==> src/hdl/sphpf_fifo.sv <==
`default_nettype none
// Small register queue used between the front end and the back end.
module sphpf_fifo #(
  parameter int unsigned W = 8,
  parameter int unsigned DEPTH = 2
) (
  input  wire logic         clk,
  input  wire logic         rst,
  input  wire logic         wr,
  input  wire logic [W-1:0] wdata,
  output logic              full,
  input  wire logic         rd,
  output logic              empty,
  output logic [W-1:0]      rdata
);
  localparam int unsigned AW = (DEPTH > 1) ? $clog2(DEPTH) : 1;
  logic [W-1:0]  mem [DEPTH];
  logic [AW-1:0] wp, rp;
  logic [AW:0]   cnt;

  assign full  = (cnt == (AW+1)'(DEPTH));
  assign empty = (cnt == '0);
  assign rdata = mem[rp];

  always_ff @(posedge clk) begin
    if (wr && !full) mem[wp] <= wdata;
  end

  always_ff @(posedge clk) begin
    if (rst) begin
      wp <= '0;
      rp <= '0;
      cnt <= '0;
    end else begin
      if (wr && !full) wp <= (wp == AW'(DEPTH-1)) ? '0 : wp + 1'b1;
      if (rd && !empty) rp <= (rp == AW'(DEPTH-1)) ? '0 : rp + 1'b1;
      cnt <= cnt + (AW+1)'(wr && !full) - (AW+1)'(rd && !empty);
    end
  end
endmodule
`default_nettype wire

==> config.mk <==
export PLATFORM = sky130hd
export DESIGN_NAME = sphpf_fifo
export DESIGN_NICKNAME = d
export VERILOG_FILES = /design/src/hdl/sphpf_fifo.sv
export SDC_FILE = /design/constraint.sdc
export NUM_CORES = 1
export LEC_CHECK = 0
export BUFFER_PORTS_ARGS = -buffer_cell sky130_fd_sc_hd__buf_2
export CAP_MARGIN = 20
export CORE_MARGIN = 2
export CORE_UTILIZATION = 36
export CTS_CLUSTER_SIZE = 25
export DETAILED_ROUTE_END_ITERATION = 8
export SYNTH_ARGS = -nofsm -noshare
export SYNTH_HDL_FRONTEND = slang
export SYNTH_SLANG_ARGS = --single-unit
==> constraint.sdc <==
create_clock -name clk -period 2.9 [get_ports clk]
set_input_delay 0.29 -clock clk [delete_from_list [all_inputs] [get_ports clk]]
set_output_delay 0.29 -clock clk [all_outputs]
set_load 0.05 [all_outputs]
==> metrics.yaml, run 1 <==
viasPerCell: 4.45
synthMuxAreaShare_pct: 11.1
reg2reg_slack_ns: 1.35
fin_crit_sh_pct: 59.3
leakagePower_uw: 0.000405
clock_latency_ns: 0.29
final_cell_mix: "21 x buf_2, 16 x edfxtp_1, 5 x mux2_1, 5 x dfxtp_1, 4 x nor2_1"
gr-usage-all-layers_pct: 10.3
dr.pass1.iters: 4
netlist_instances: 52
cts_hold_buf: 0
hold_path_class: "input port to register"
drt_iter0_markers: 6
rsz0062_at_grt: "no"
internal_power_uw: 563
portBuffers: 21
synth_warnings: 0
drv_cap: 0
tns_ns: 0
final_common_cell: "buf_2"
dp_hpwl_um: 906
path_cells: "mux2_2 -> buf_2"
synth.cell_area_um2: 811
status: "finished clean"
pwr-share-comb_pct: 42.3
synth_edf_count: 16
num_rows: 17
grt_pass1_wl_um: 1870
routed_wl_um: 1210
wl_per_cell_um: 11.6
crit_path_end: "rdata[2]"
tightestPinTransition_ns: 0.350
diodes: 0
worstReg2RegStart: "cnt[1]"
die_w_um: 51.5
synth-compound-area-share_pct: 2.31
syn_area_per_cell_um2: 15.6
hold_viol: 0
root_buffer: "clkbuf_4"
relSlewSlack_pct: 76.6
die_y_um: 51.5
swShare_pct: 42.1
dp.cells: 100
numCtsBuffers: 3
worst_path_largest_cell_delay_ns: 0.54
gp_congestion: 0.656
max_freq_mhz: 582
r2r-end: "cnt[1]"
p_seq_share_pct: 44.1
stdcell_count: 104
critPathCaptureType: "output pin"
h-tree-depth: 1
synthDistinctLibCells: 21
die_area_um2: 2650
ant_nets: 0
synth_xor_area_share_pct: 2.16
power.density_nw_per_um2: 998
critPathArrivalTime_ns: 1.43
synth_flop_cell: "edfxtp_1"
drt_drc_violations_left: 0
required_ns: 2.61
area_delta_synth_final_pct: 20.1
async_flop_share_pct: 0
setup_viol: 0
final-max-slew-violation-count: 0
clock_sinks: 21
cpMaxStageDelayCell: "dfxtp_1"
grt_pass1_vias: 457
min_period_ns: 1.72
fin_skew_ns: 0.00153
cts.clk_slew.worst_paths_ns: 0.11
cts_tree: "done"
clockBufferDepth: 2
vias: 463
startpoint_type: "register"
ys_seq_area_share_pct: 71.6
ir_worst_vdd_mv: 0.647
initial_core_util_pct: 37.4
nNetsFinal: 91
syn_nets: 66
drive_gt1_share_pct: 42.1
clkPwrFrac_pct: 13.7
grt_antenna_before_repair: 0
p_switching_uw: 409
synth-simple-area-share_pct: 7.25
core_area_um2: 2170
post_cts.repair.setup_buffers: 0
crit_fanout: 8
pin_count: 22
path_class: "register to output pin"
synth-seq-cells: 21
p_total_uw: 972
grt_start_max_net_pins: 13
synth_top_family_by_area: "multiplexers"
postCtsResizedCells: 0
grt-ovfl-total: 0
synthAdderAreaFrac_pct: 3.09
r2r_cells: 7
[per-layer routing]
layer | global-route usage, % | wire length (um)
met1 | 9.89 | 492
met2 | 18.4 | 611
met3 | 2.92 | 69
met4 | 7.89 | 34
met5 | 0 | 0
[worst min path at each step]
stage          slack, ns         to  depth (start not counted)     start
6_report            0.18  mem[0][4]                          1  wdata[4]
5_1_grt             0.15  mem[0][2]                          1  wdata[2]
4_1_cts             0.17  mem[1][2]                          1  wdata[2]
2_1_floorplan       0.36         wp                          1       rst
3_3_place_gp        0.47         wp                          2        wp
3_5_place_dp        0.48  mem[0][2]                          1  wdata[2]
[worst max-delay path: cells and delay by family, from the launching register on]
kind / cells / cell delay [ns]
buffers and inverters: 1 / 0.21
flip-flops: 1 / 0.54
multiplexers: 1 / 0.38
[synthesized netlist by cell type, drive strengths merged, types with 2 or more instances]
library cell | number | area (um2)
inv | 4 | 15.0
dfxtp | 5 | 100
mux2 | 8 | 90.1
ha | 2 | 25.0
edfxtp | 16 | 480
nor2 | 4 | 15.0
[final cells by class]
class / count / area (um2)
inverter: 4 / 15.0
multi-input combinational: 26 / 210
tap: 28 / 35.0
clock buffer: 3 / 22.5
clock inverter: 1 / 5.00
fill: 214 / 1200
timing repair buffer: 21 / 105
sequential: 21 / 581
[cell families after synthesis]
kind of cell,count (synthesis)
fa+ha+maj,2
flops,21
buf+inv,5
mux,8
compound gates,3
xor+xnor,2
simple gates,11
[metrics by stage]
stage          util (%)  cell area, um2  hold WS, ns  setup WS (ns)
2_1_floorplan         -             811        0.359           1.42
3_3_place_gp       43.6             946        0.469           1.38
3_5_place_dp       43.6             946        0.483           1.35
4_1_cts            44.9             973        0.169           1.13
5_1_grt            44.9             973        0.151           1.07
6_report           44.9             973        0.177           1.18
[flip-flops by register name, indices dropped and copies added (netlist names), named ones only]
name and count:
cnt 2, mem 16, rp 1, wp 1
[power by group through the flow]
stage | registers, uW | clock network [uW] | logic [uW]
detailed placement | 437 | 0 | 413
finish | 428 | 133 | 411
CTS | 431 | 140 | 415
floorplan | 414 | 0 | 351
global route | 437 | 155 | 441
global placement | 434 | 0 | 410
Power figures use the tool's default switching activity.
==> inputs of run 2 (changes only) <==
==> constraint.sdc (replaced) <==
create_clock -name clk -period 1.7 [get_ports clk]
set_input_delay 0.17 -clock clk [delete_from_list [all_inputs] [get_ports clk]]
set_output_delay 0.17 -clock clk [all_outputs]
set_load 0.05 [all_outputs]
==> run 2 against run 1 <==
Against the previous run: combinational power grew 71%; critical path depth grew 5; global-route usage is the same; largest power group unchanged.
==> metrics.yaml, run 2 (synthesis results as in run 1) <==
status: "finished clean"
r2r-end: "cnt[1]"
startpoint_type: "register"
min_period_ns: 1.55
core_area_um2: 2170
die_y_um: 51.5
nNetsFinal: 91
final_cell_mix: "21 x buf_2, 16 x edfxtp_1, 5 x mux2_1, 4 x nor2_1, 4 x dfxtp_1"
tns_ns: 0
critPathArrivalTime_ns: 1.78
largest_register_ffs: 16
drt_drc_violations_left: 0
grt_antenna_before_repair: 0
drive_gt1_share_pct: 43.4
diodes: 0
root_buffer: "clkbuf_4"
min_path_cells: 1
required_ns: 1.93
top_regs: "mem x16, cnt x2"
hold_viol: 0
dp_hpwl_um: 906
hold_end: "mem[0][4]"
cts_tree: "done"
fill_cells: 213
leakagePower_uw: 0.000406
setup_ws_ns: 0.150
pin_count: 22
vias: 463
clockBufferDepth: 2
regMostFlops: "mem"
die_w_um: 51.5
die_area_um2: 2650
tightestPinTransition_ns: 0.326
dr.pass1.iters: 4
routed_wl_um: 1210
wl_per_cell_um: 11.6
worst_path_most_repeated_cell: "ha_1"
drt_iter0_markers: 6
power.density_nw_per_um2: 1700
path_class: "register to register"
ir_worst_vdd_mv: 1.10
crit_fanout: 5
rsz0062_at_grt: "no"
clock_sinks: 21
max_freq_mhz: 645
min_from: "wdata[4]"
clock_latency_ns: 0.29
setup_viol: 0
num_rows: 17
hold_path_class: "input port to register"
cpMaxStageDelayCell: "dfxtp_1"
fin_crit_sh_pct: 91.2
relSlewSlack_pct: 78.2
cts.clk_slew.worst_paths_ns: 0.11
grt_pass1_vias: 457
fin_skew_ns: 0.00153
path_cells: "o21a_2 -> ha_1 -> inv_1 -> ha_1 -> xor2_1 -> and2_1 -> nor3_1"
grt_start_max_net_pins: 13
reg2reg_slack_ns: 0.15
crit_family: "adder cells"
r2r_cells: 7
dp.cells: 100
grt_pass1_wl_um: 1870
initial_core_util_pct: 37.4
gr-usage-all-layers_pct: 10.3
ant_nets: 0
viasPerCell: 4.45
grt-ovfl-total: 0
critPathCaptureType: "register"
final-max-slew-violation-count: 0
gp_congestion: 0.656
final_common_cell: "buf_2"
area_delta_synth_final_pct: 20.2
portBuffers: 21
worstReg2RegStart: "cnt[1]"
stdcell_count: 104
crit_buf_inv: 1
pre_cts_ws_ns: 0.147
h-tree-depth: 1
post_cts.repair.setup_buffers: 0
numCtsBuffers: 3
drv_cap: 0
worst_path_largest_cell_delay_ns: 0.37
==> run 2: cell types whose count changed in the layout (fill, tap and decap cells not counted) <==
cell     change
dfxtp_1      -1
dfxtp_2      +1
==> run 2: layer usage <==
layer	global-route usage (%)	share of wire, %
met1	9.89	41
met2	18.4	51
met3	2.92	5.7
met4	7.89	2.8
met5	0	0
==> run 2: how the worst max path moves through the flow <==
stage                        start  endpoint  slack, ns  cells after the start
after global routing        cnt[1]    cnt[1]       0.04                      7
after floorplan             cnt[1]    cnt[1]       0.22                      7
after global placement      cnt[0]    cnt[1]       0.18                      8
after CTS                 register  rdata[2]       0.05                      2
after detailed placement    cnt[1]    cnt[1]       0.15                      7
final                       cnt[1]    cnt[1]       0.15                      7
==> run 2: power by group <==
part / total (uW) / internal [uW] / switching, uW
Clock: 227 / 87.5 / 139
Combinational: 701 / 209 / 492
Sequential: 733 / 665 / 67.4
Total: 1660 / 962 / 698
==> run 2: area by class of cell <==
type,count,area [um2],share of cell area (%)
clock buffer,3,22.5,2.31
timing repair buffer,21,105,10.8
sequential,21,582,59.7
tap,28,35.0,3.59
multi-input combinational,26,210,21.6
inverter,4,15.0,1.54
clock inverter,1,5.00,0.513
==> run 2: through the flow <==
step	hold slack [ns]	total power [uW]	instance area, um2	utilization [%]
2_1_floorplan	0.239	1300	811	-
3_3_place_gp	0.359	1440	946	43.6
3_5_place_dp	0.363	1450	946	43.6
4_1_cts	0.0494	1680	973	44.9
5_1_grt	0.0313	1760	975	44.9
6_report	0.0573	1660	975	44.9
==> run 2: what timing repair did <==
action | in CTS | in global routing
endpoints found under the setup margin | 0 | 1
hold buffers | 0 | 0
gates resized for setup | 0 | 1
